==> src/hdl/rcbs_pkg.sv <==
// ----------------------------------------------------------------------------
// rcbs_pkg
// Shared constants, codes, types and helpers of the colour blob seek control.
// ----------------------------------------------------------------------------
`default_nettype none

package rcbs_pkg;

  // coordinate and accumulator widths
  localparam int COORD_BITS = 12;
  localparam int SUM_BITS   = 32;

  // fixed field widths
  localparam int COLOUR_BITS    = 8;
  localparam int SPEED_BITS     = 5;
  localparam int TICK_BITS      = 16;
  localparam int TURN_BITS      = 4;
  localparam int FRAME_BITS     = 12;
  localparam int REG_INDEX_BITS = 3;
  localparam int CFG_DATA_BITS  = 16;

  // register reset values
  localparam logic [FRAME_BITS-1:0] FRAME_WIDTH_RESET  = FRAME_BITS'(52);
  localparam logic [FRAME_BITS-1:0] FRAME_HEIGHT_RESET = FRAME_BITS'(39);
  localparam logic [TICK_BITS-1:0]  STOP_TICKS_RESET   = TICK_BITS'(20);
  localparam logic [TICK_BITS-1:0]  HOLD_TICKS_RESET   = TICK_BITS'(40);
  localparam logic [TURN_BITS-1:0]  TURN_SPEED_RESET   = TURN_BITS'(4);

  // register indexes
  localparam logic [REG_INDEX_BITS-1:0] REG_FRAME_WIDTH  = REG_INDEX_BITS'(0);
  localparam logic [REG_INDEX_BITS-1:0] REG_FRAME_HEIGHT = REG_INDEX_BITS'(1);
  localparam logic [REG_INDEX_BITS-1:0] REG_STOP_TICKS   = REG_INDEX_BITS'(2);
  localparam logic [REG_INDEX_BITS-1:0] REG_HOLD_TICKS   = REG_INDEX_BITS'(3);
  localparam logic [REG_INDEX_BITS-1:0] REG_TURN_SPEED   = REG_INDEX_BITS'(4);

  // input commands
  typedef enum logic [1:0] {
    CMD_PIXEL        = 2'd0,
    CMD_STEP_FRAME   = 2'd1,
    CMD_STEP_NOFRAME = 2'd2,
    CMD_UNUSED       = 2'd3
  } cmd_t;

  // reported blob colour
  typedef enum logic [1:0] {
    BLOB_NONE  = 2'd0,
    BLOB_RED   = 2'd1,
    BLOB_GREEN = 2'd2,
    BLOB_BLUE  = 2'd3
  } blob_t;

  // settings as seen by the datapath, window bounds already worked out
  typedef struct packed {
    logic [COORD_BITS-1:0] x_lo;
    logic [COORD_BITS-1:0] x_hi;
    logic [COORD_BITS-1:0] y_lo;
    logic [COORD_BITS-1:0] y_hi;
    logic [TICK_BITS-1:0]  stop_ticks;
    logic [TICK_BITS-1:0]  hold_ticks;
    logic [TURN_BITS-1:0]  turn_speed;
  } cfg_t;

  // divide by three through a reciprocal, exact for any COORD_BITS+1 bit value
  localparam int DIV3_SHIFT = COORD_BITS + 2;
  localparam int DIV3_MUL   = ((1 << DIV3_SHIFT) + 2) / 3;
  localparam int DIV3_PROD  = 2 * COORD_BITS + 3;

  function automatic logic [COORD_BITS-1:0] div3(input logic [COORD_BITS:0] v);
    logic [DIV3_PROD-1:0] prod;
    prod = DIV3_PROD'(v) * DIV3_PROD'(DIV3_MUL);
    return prod[DIV3_SHIFT +: COORD_BITS];
  endfunction

  // horizontal bounds [w/3, 2w/3)
  function automatic logic [COORD_BITS-1:0] x_lo_of(input logic [COORD_BITS-1:0] w);
    return div3({1'b0, w});
  endfunction

  function automatic logic [COORD_BITS-1:0] x_hi_of(input logic [COORD_BITS-1:0] w);
    return div3({w, 1'b0});
  endfunction

  // vertical bounds [h/2, 3h/4)
  function automatic logic [COORD_BITS-1:0] y_lo_of(input logic [COORD_BITS-1:0] h);
    return COORD_BITS'(h >> 1);
  endfunction

  function automatic logic [COORD_BITS-1:0] y_hi_of(input logic [COORD_BITS-1:0] h);
    logic [COORD_BITS+1:0] h3;
    h3 = {h, 1'b0} + (COORD_BITS+2)'(h);
    return h3[COORD_BITS+1:2];
  endfunction

endpackage

`default_nettype wire

==> src/hdl/rcbs_pix_if.sv <==
// ----------------------------------------------------------------------------
// rcbs_pix_if
// Input channel: pixels and step-end commands with valid/ready.
// ----------------------------------------------------------------------------
`default_nettype none

interface rcbs_pix_if;
  logic                               valid;
  logic                               ready;
  rcbs_pkg::cmd_t                     cmd;
  logic [rcbs_pkg::COORD_BITS-1:0]    pixel_x;
  logic [rcbs_pkg::COORD_BITS-1:0]    pixel_y;
  logic [rcbs_pkg::COLOUR_BITS-1:0]   red_value;
  logic [rcbs_pkg::COLOUR_BITS-1:0]   green_value;
  logic [rcbs_pkg::COLOUR_BITS-1:0]   blue_value;

  modport source (output valid, cmd, pixel_x, pixel_y, red_value, green_value,
                  blue_value, input ready);
  modport sink   (input valid, cmd, pixel_x, pixel_y, red_value, green_value,
                  blue_value, output ready);
endinterface

`default_nettype wire

==> src/hdl/rcbs_res_if.sv <==
// ----------------------------------------------------------------------------
// rcbs_res_if
// Result channel: wheel speed commands and detected colour with valid/ready.
// ----------------------------------------------------------------------------
`default_nettype none

interface rcbs_res_if;
  logic                                    valid;
  logic                                    ready;
  logic signed [rcbs_pkg::SPEED_BITS-1:0]  left_wheel;
  logic signed [rcbs_pkg::SPEED_BITS-1:0]  right_wheel;
  rcbs_pkg::blob_t                         blob_color;

  modport source (output valid, left_wheel, right_wheel, blob_color, input ready);
  modport sink   (input valid, left_wheel, right_wheel, blob_color, output ready);
endinterface

`default_nettype wire

==> src/hdl/rcbs_cfg_if.sv <==
// ----------------------------------------------------------------------------
// rcbs_cfg_if
// Configuration write channel: register index and data with valid/ready.
// ----------------------------------------------------------------------------
`default_nettype none

interface rcbs_cfg_if;
  logic                                  valid;
  logic                                  ready;
  logic [rcbs_pkg::REG_INDEX_BITS-1:0]   reg_index;
  logic [rcbs_pkg::CFG_DATA_BITS-1:0]    data;

  modport source (output valid, reg_index, data, input ready);
  modport sink   (input valid, reg_index, data, output ready);
endinterface

`default_nettype wire

==> src/hdl/rcbs_config.sv <==
// ----------------------------------------------------------------------------
// rcbs_config
// Register file; keeps the search window bounds worked out from frame size.
// ----------------------------------------------------------------------------
`default_nettype none

module rcbs_config (
  input  logic           clk,
  input  logic           rst,
  rcbs_cfg_if.sink       cfg,
  output rcbs_pkg::cfg_t settings
);
  import rcbs_pkg::*;

  logic                  wr;
  logic [COORD_BITS-1:0] w_in;
  logic [COORD_BITS-1:0] h_in;

  // writes are always taken
  assign cfg.ready = 1'b1;
  assign wr        = cfg.valid;

  // frame size masked to coordinate width
  assign w_in = COORD_BITS'(cfg.data[FRAME_BITS-1:0]);
  assign h_in = COORD_BITS'(cfg.data[FRAME_BITS-1:0]);

  // register writes, bounds updated with the frame size
  always_ff @(posedge clk) begin
    if (rst) begin
      settings.x_lo       <= x_lo_of(COORD_BITS'(FRAME_WIDTH_RESET));
      settings.x_hi       <= x_hi_of(COORD_BITS'(FRAME_WIDTH_RESET));
      settings.y_lo       <= y_lo_of(COORD_BITS'(FRAME_HEIGHT_RESET));
      settings.y_hi       <= y_hi_of(COORD_BITS'(FRAME_HEIGHT_RESET));
      settings.stop_ticks <= STOP_TICKS_RESET;
      settings.hold_ticks <= HOLD_TICKS_RESET;
      settings.turn_speed <= TURN_SPEED_RESET;
    end else if (wr) begin
      unique case (cfg.reg_index)
        REG_FRAME_WIDTH: begin
          settings.x_lo <= x_lo_of(w_in);
          settings.x_hi <= x_hi_of(w_in);
        end
        REG_FRAME_HEIGHT: begin
          settings.y_lo <= y_lo_of(h_in);
          settings.y_hi <= y_hi_of(h_in);
        end
        REG_STOP_TICKS: settings.stop_ticks <= cfg.data[TICK_BITS-1:0];
        REG_HOLD_TICKS: settings.hold_ticks <= cfg.data[TICK_BITS-1:0];
        REG_TURN_SPEED: settings.turn_speed <= cfg.data[TURN_BITS-1:0];
        default: ;
      endcase
    end
  end

endmodule

`default_nettype wire

==> src/hdl/roi_color_blob_seek_control.sv <==
// ----------------------------------------------------------------------------
// roi_color_blob_seek_control
// Sums colour inside a window of each frame and steers a robot towards a blob.
// ----------------------------------------------------------------------------
//
//   channel  dir  carries                                   handshake
//   pix      in   cmd, pixel_x, pixel_y, red/green/blue     valid/ready
//   res      out  left_wheel, right_wheel, blob_color       valid/ready
//   cfg      in   reg_index, data                           valid/ready
//
// One request per clock is taken. A request passes through the input register:
// pixels update the sums there and step ends load the result register, from
// which the result is offered on res with valid set.
// A pixel in the input register never holds it up; a step end waits there,
// blocking new requests, only while the sink holds back an earlier result.
// Synchronous reset clears sums, pause count and valid flags; cfg writes act next cycle.
// ----------------------------------------------------------------------------
`default_nettype none

module roi_color_blob_seek_control (
  input  logic       clk,
  input  logic       rst,
  rcbs_pix_if.sink   pix,
  rcbs_res_if.source res,
  rcbs_cfg_if.sink   cfg
);
  import rcbs_pkg::*;

  cfg_t                  settings;

  // input register
  logic                  s1_valid;
  cmd_t                  s1_cmd;
  logic [COORD_BITS-1:0] s1_x;
  logic [COORD_BITS-1:0] s1_y;
  logic [COLOUR_BITS-1:0] s1_r;
  logic [COLOUR_BITS-1:0] s1_g;
  logic [COLOUR_BITS-1:0] s1_b;

  // state
  logic [SUM_BITS-1:0]   red_sum;
  logic [SUM_BITS-1:0]   green_sum;
  logic [SUM_BITS-1:0]   blue_sum;
  logic [TICK_BITS-1:0]  pause_count;

  // result register
  logic                        out_valid;
  logic signed [SPEED_BITS-1:0] out_left;
  logic signed [SPEED_BITS-1:0] out_right;
  blob_t                       out_color;

  // control
  logic                  s1_step;
  logic                  s1_pixel;
  logic                  s1_go;
  logic                  in_window;

  // step decision
  logic [TICK_BITS-1:0]  pause_dec;
  logic [TICK_BITS-1:0]  pause_next;
  logic signed [SPEED_BITS-1:0] turn_left;
  logic signed [SPEED_BITS-1:0] turn_right;
  logic signed [SPEED_BITS-1:0] left_next;
  logic signed [SPEED_BITS-1:0] right_next;
  blob_t                 color_next;

  // saturated sums
  logic [SUM_BITS-1:0]   red_add;
  logic [SUM_BITS-1:0]   green_add;
  logic [SUM_BITS-1:0]   blue_add;

  function automatic logic [SUM_BITS-1:0] sat_add(input logic [SUM_BITS-1:0] acc,
                                                   input logic [COLOUR_BITS-1:0] v);
    logic [SUM_BITS:0] s;
    s = {1'b0, acc} + (SUM_BITS+1)'(v);
    return s[SUM_BITS] ? {SUM_BITS{1'b1}} : s[SUM_BITS-1:0];
  endfunction

  // a exceeds three times both b and c
  function automatic logic dominates(input logic [SUM_BITS-1:0] a,
                                     input logic [SUM_BITS-1:0] b,
                                     input logic [SUM_BITS-1:0] c);
    logic [SUM_BITS+1:0] b3;
    logic [SUM_BITS+1:0] c3;
    logic [SUM_BITS+1:0] ax;
    b3 = {b, 1'b0} + (SUM_BITS+2)'(b);
    c3 = {c, 1'b0} + (SUM_BITS+2)'(c);
    ax = (SUM_BITS+2)'(a);
    return (ax > b3) && (ax > c3);
  endfunction

  rcbs_config u_config (
    .clk      (clk),
    .rst      (rst),
    .cfg      (cfg),
    .settings (settings)
  );

  // flow control
  assign s1_step  = s1_valid && ((s1_cmd == CMD_STEP_FRAME) || (s1_cmd == CMD_STEP_NOFRAME));
  assign s1_pixel = s1_valid && (s1_cmd == CMD_PIXEL);
  assign s1_go    = !s1_step || !out_valid || res.ready;
  assign pix.ready = s1_go;

  // input register payload
  always_ff @(posedge clk) begin
    if (s1_go) begin
      s1_cmd <= pix.cmd;
      s1_x   <= pix.pixel_x;
      s1_y   <= pix.pixel_y;
      s1_r   <= pix.red_value;
      s1_g   <= pix.green_value;
      s1_b   <= pix.blue_value;
    end
  end

  // window test and accumulation
  assign in_window = (s1_x >= settings.x_lo) && (s1_x < settings.x_hi) &&
                     (s1_y >= settings.y_lo) && (s1_y < settings.y_hi);
  assign red_add   = sat_add(red_sum, s1_r);
  assign green_add = sat_add(green_sum, s1_g);
  assign blue_add  = sat_add(blue_sum, s1_b);

  // step-end control law
  assign pause_dec  = (pause_count != '0) ? pause_count - TICK_BITS'(1) : pause_count;
  assign turn_right = SPEED_BITS'(settings.turn_speed);
  assign turn_left  = SPEED_BITS'(0) - SPEED_BITS'(settings.turn_speed);

  always_comb begin
    pause_next = pause_dec;
    left_next  = '0;
    right_next = '0;
    color_next = BLOB_NONE;
    priority if (pause_dec > settings.stop_ticks) begin
      left_next  = '0;
    end else if (pause_dec != '0) begin
      left_next  = turn_left;
      right_next = turn_right;
    end else if (s1_cmd == CMD_STEP_NOFRAME) begin
      left_next  = '0;
    end else begin
      priority if (dominates(red_sum, green_sum, blue_sum)) begin
        color_next = BLOB_RED;
      end else if (dominates(green_sum, red_sum, blue_sum)) begin
        color_next = BLOB_GREEN;
      end else if (dominates(blue_sum, red_sum, green_sum)) begin
        color_next = BLOB_BLUE;
      end else begin
        color_next = BLOB_NONE;
      end
      if (color_next == BLOB_NONE) begin
        left_next  = turn_left;
        right_next = turn_right;
      end else begin
        pause_next = settings.hold_ticks;
      end
    end
  end

  // control state and sums
  always_ff @(posedge clk) begin
    if (rst) begin
      s1_valid    <= 1'b0;
      out_valid   <= 1'b0;
      red_sum     <= '0;
      green_sum   <= '0;
      blue_sum    <= '0;
      pause_count <= '0;
    end else begin
      if (s1_go) begin
        s1_valid <= pix.valid;
      end
      if (s1_pixel && in_window) begin
        red_sum   <= red_add;
        green_sum <= green_add;
        blue_sum  <= blue_add;
      end
      if (s1_step && s1_go) begin
        red_sum     <= '0;
        green_sum   <= '0;
        blue_sum    <= '0;
        pause_count <= pause_next;
        out_valid   <= 1'b1;
      end else if (res.ready) begin
        out_valid <= 1'b0;
      end
    end
  end

  // result payload
  always_ff @(posedge clk) begin
    if (s1_step && s1_go) begin
      out_left  <= left_next;
      out_right <= right_next;
      out_color <= color_next;
    end
  end

  assign res.valid       = out_valid;
  assign res.left_wheel  = out_left;
  assign res.right_wheel = out_right;
  assign res.blob_color  = out_color;

endmodule

`default_nettype wire

==> src/flat_wrapper.sv <==
// flat-port wrapper written by rule: the top's interface ports become plain ports
module roi_color_blob_seek_control_flat import rcbs_pkg::*;
  (clk, rst, pix_valid, pix_cmd, pix_pixel_x, pix_pixel_y, pix_red_value, pix_green_value, pix_blue_value, pix_ready, res_valid, res_left_wheel, res_right_wheel, res_blob_color, res_ready, cfg_valid, cfg_reg_index, cfg_data, cfg_ready);
  rcbs_pix_if pix_i ();
  rcbs_res_if res_i ();
  rcbs_cfg_if cfg_i ();
  input  logic clk;
  input  logic rst;
  input wire logic [$bits(pix_i.valid)-1:0] pix_valid;
  input wire logic [$bits(pix_i.cmd)-1:0] pix_cmd;
  input wire logic [$bits(pix_i.pixel_x)-1:0] pix_pixel_x;
  input wire logic [$bits(pix_i.pixel_y)-1:0] pix_pixel_y;
  input wire logic [$bits(pix_i.red_value)-1:0] pix_red_value;
  input wire logic [$bits(pix_i.green_value)-1:0] pix_green_value;
  input wire logic [$bits(pix_i.blue_value)-1:0] pix_blue_value;
  output wire logic [$bits(pix_i.ready)-1:0] pix_ready;
  output wire logic [$bits(res_i.valid)-1:0] res_valid;
  output wire logic [$bits(res_i.left_wheel)-1:0] res_left_wheel;
  output wire logic [$bits(res_i.right_wheel)-1:0] res_right_wheel;
  output wire logic [$bits(res_i.blob_color)-1:0] res_blob_color;
  input wire logic [$bits(res_i.ready)-1:0] res_ready;
  input wire logic [$bits(cfg_i.valid)-1:0] cfg_valid;
  input wire logic [$bits(cfg_i.reg_index)-1:0] cfg_reg_index;
  input wire logic [$bits(cfg_i.data)-1:0] cfg_data;
  output wire logic [$bits(cfg_i.ready)-1:0] cfg_ready;
  assign pix_i.valid = pix_valid;
  assign pix_i.cmd = pix_cmd;
  assign pix_i.pixel_x = pix_pixel_x;
  assign pix_i.pixel_y = pix_pixel_y;
  assign pix_i.red_value = pix_red_value;
  assign pix_i.green_value = pix_green_value;
  assign pix_i.blue_value = pix_blue_value;
  assign pix_ready = pix_i.ready;
  assign res_valid = res_i.valid;
  assign res_left_wheel = res_i.left_wheel;
  assign res_right_wheel = res_i.right_wheel;
  assign res_blob_color = res_i.blob_color;
  assign res_i.ready = res_ready;
  assign cfg_i.valid = cfg_valid;
  assign cfg_i.reg_index = cfg_reg_index;
  assign cfg_i.data = cfg_data;
  assign cfg_ready = cfg_i.ready;
  roi_color_blob_seek_control u_core (.clk(clk), .rst(rst), .pix(pix_i), .res(res_i), .cfg(cfg_i));
endmodule
==> config.mk <==
export PLATFORM = sky130hd
export DESIGN_NAME = roi_color_blob_seek_control_flat
export DESIGN_NICKNAME = d
export VERILOG_FILES = /design/src/hdl/rcbs_pkg.sv /design/src/hdl/rcbs_pix_if.sv /design/src/hdl/rcbs_res_if.sv /design/src/hdl/rcbs_cfg_if.sv /design/src/hdl/rcbs_config.sv /design/src/hdl/roi_color_blob_seek_control.sv /design/src/flat_wrapper.sv
export SDC_FILE = /design/constraint.sdc
export NUM_CORES = 1
export LEC_CHECK = 0
export ABC_AREA = 1
export BUFFER_PORTS_ARGS = -buffer_cell sky130_fd_sc_hd__clkbuf_2
export CAP_MARGIN = 10
export CORE_ASPECT_RATIO = 0.8
export CORE_MARGIN = 2
export CORE_UTILIZATION = 35
export CTS_BUF_LIST = sky130_fd_sc_hd__clkbuf_8
export DETAILED_ROUTE_END_ITERATION = 16
export PLACE_DENSITY_LB_ADDON = 0.25
export SLEW_MARGIN = 20
export SYNTH_ARGS = -nofsm -noshare
export SYNTH_HDL_FRONTEND = slang
export SYNTH_SLANG_ARGS = --single-unit
==> constraint.sdc <==
create_clock -name clk -period 6.2 [get_ports clk]
set_clock_uncertainty 0.1 [all_clocks]
set_input_delay 0.62 -clock clk [delete_from_list [all_inputs] [get_ports clk]]
set_output_delay 0.62 -clock clk [all_outputs]
set_load 0.02 [all_outputs]
==> results.yml <==
critical_path:
  slowest_delay_ns: 0.55
  r2r_start: "u_core.red_sum[1]$_SDFFE_PP0P_"
  end_kind: "register"
  critPathBufInv: 4
  critical_path_depth: 29
  cp_max_fo: 15
  critPathKind: "reg2reg"
  cp_slowest_cell: "dfxtp_1"
  cp_top_family: "compound AO/OA/AOI/OAI gates"
  startpoint_type: "register"
  startpoint: "u_core.red_sum[1]$_SDFFE_PP0P_"
  cp.arrival_ns: 5.99
  cp.required_ns: 6.59
  reg2reg_depth: 29
synth:
  ys_ff_latch: 245
  ys_types: 61
  yosysTopAreaCell: "ha_1"
  yosys.cell_count.top_type: "nand2_1"
  yosys_warnings: 0
  yosys-top-cells-area: "ha_1 21%, dfxtp_1 14%, nand2_1 11%"
  avgSynthCellArea_sq_um: 7.199
  synth_edf_count: 60
  syn_nets: 4188
  synthArstFlopShare: 0
  synth_ff_type: "dfxtp_1"
  yosysTopAreaCellShare: 0.2143
  syn_area_sq_mm: 0.02604
  syn_inst: 3617
  seq_area_frac_synth: 0.2114
  yosys-top-cells-count: "731 x nand2_1, 501 x inv_1, 446 x ha_1, 352 x a21oi_1, 256 x nor2_1"
finish:
  n_fill_cell: 7782
  finalNonFillerCells: 4761
  fin_nets: 4291
  syn2layout_area_growth_pct: 10.91
  final_area_sq_mm: 0.02888
  drive_above_1_share: 0.07715
place:
  dp_hpwl_mm: 70.55
  postPlaceCellArea_sq_mm: 0.02769
  place_inst: 4666
  gp_congestion: 0.9615
  dp_slack_ns: 0.3220
  io_buffers: 86
cts:
  cts-root-buf: "clkbuf_8"
  htree_levels: 2
  worstSkewPairLatency_ns: 0.68
  clkTransAtPathRegs_ns: 0.06
  cts.sinks: 245
  cts_buffers: 49
  cts_tree: "done"
  clockBufferDepth: 3
die:
  core_area_sq_mm: 0.07372
  ios: 89
  die_w_microns: 309.0
  initial_utilization: 0.3532
  dieHeight_microns: 248.0
  die_area_sq_mm: 0.07661
  num_rows: 89
pwr:
  p_leak_uw: 0.01399
  ir_drop_mv: 0.2395
  power_density_mw_per_mm2: 230.7
  p_total_uw: 6663
drt:
  avgRoutedWirePerCell_microns: 18.15
  first_pass_iters: 7
  drt_iter0_drc: 2159
  drt_wl_total_mm: 86.42
  drc_errors: 0
  vias: 24570
  ant_nets: 0
  vias_per_cell: 5.160
grt:
  antenna_found_initial: 1
  grt_overflow: 0
  grtUsageTotal: 0.2230
  grt_pass1_vias: 21990
  grt_pass1_wl_mm: 132.1
  grt_max_degree: 63
worst_hold_path:
  hold_depth: 1
  hold_path_class: "in2reg"
  worstHoldStart: "pix_green_value[5]"
sta:
  worstMarginPinSlew_ns: 1.119
  final_hold_viol_count: 0
  timing.final.crit_share: 0.9034
  fin_ws_ns: 0.5986
  fmax_mhz: 178.5
  rsz0062_at_grt: "false"
  setup_violations: 0
  slew_viol_final: 0
  post-route-min-period_ns: 5.601
  finalSetupTns_ns: 0
  relSlewSlack: 0.2474
run:
  maxCapViolCount: 0
outcome:
  outcome: "finished, final reports clean"
power by group:
group / internal (uW) / switching (uW) / total, uW
clock: 1160 / 847 / 2010
combinational: 1020 / 1820 / 2840
sequential: 1760 / 53.9 / 1810
total: 3940 / 2720 / 6660
timing repair:
item                                    CTS  global route
endpoints found under the setup margin    0            24
hold buffers                              3             0
resized for setup                         0             3
hold endpoints to repair                  3             0
buffers inserted                          0             1
through the flow:
stage | util | hold WS, ns
finish | 0.3918 | 0.04541
global route | 0.3918 | 0.02684
CTS | 0.3915 | 0.0001106
detailed placement | 0.3756 | 0.3493
global placement | 0.3756 | 0.3526
floorplan | - | 0.3246
cell families (layout without fill, tap and decap cells):
group / after synthesis / count (layout) / synth area share
AOI/OAI and AO/OA: 746 / 746 / 0.1600
xor gates and xnor gates: 180 / 180 / 0.06054
adders and majority gates: 497 / 497 / 0.2535
buffers and inverters: 579 / 721 / 0.08505
DFF: 245 / 245 / 0.2114
other: 2 / 3 / 0.0002884
and+or+nand+nor: 1368 / 1368 / 0.2292
cell type report:
class / instances / area, sq um / share of cell area
timing repair buffer: 118 / 678.2 / 0.02348
tap: 1001 / 1252 / 0.04337
clock buffer: 59 / 812.0 / 0.02812
multi-input combinational: 2793 / 18370 / 0.6361
sequential: 245 / 5505 / 0.1906
inverter: 513 / 1926 / 0.06668
antenna: 1 / 2.502 / 0.00008665
clock inverter: 31 / 332.8 / 0.01152
flip-flops by register name, summed over array words and instances (netlist names):
signal,count
u_core.u_config.settings,71
u_core.res.right_wheel,4
u_core.red_sum,32
u_core.s1_r,8
u_core.res.valid,1
u_core.s1_x,12
u_core.green_sum,32
u_core.s1_g,8
u_core.res.left_wheel,4
u_core.s1_valid,1
u_core.s1_y,12
u_core.pause_count,16
u_core.s1_cmd,2
u_core.s1_b,8
u_core.blue_sum,32
u_core.res.blob_color,2
cells in the final DEF (no fill, tap or decap), drive strengths merged, types with 20 or more instances in the layout:
master  synthesis  final
a21oi         356    356
inv           513    523
ha            446    446
clkbuf         51    145
xor2          113    113
o21ai         227    227
a31oi          40     40
nand2         747    747
nand4          84     84
nor3           71     71
nor4           20     20
edfxtp         60     60
buf            15     29
dfxtp         185    185
nor2          270    270
nand3         143    143
xnor2          67     67
fa             51     51
metal layers:
layer	track usage	up-vias	wire [microns]
li1	-	12450	-
met1	0.3513	11240	44790
met2	0.2961	782	32490
met3	0.05345	91	7416
met4	0.04983	0	1721
met5	0	-	0
worst paths after layout:
| check | slack, ns | to |
|---|---|---|
| max reg2reg | 0.60 | u_core.res.left_wheel[4]$_SDFFCE_PP0P_ |
| max | 0.60 | u_core.res.left_wheel[4]$_SDFFCE_PP0P_ |
| min | 0.05 | u_core.s1_g[5]$_DFFE_PN_ |
| min reg2reg | 0.36 | u_core.pause_count[15]$_SDFFE_PP0P_ |
Note: power is estimated with default switching activity, not from simulation.
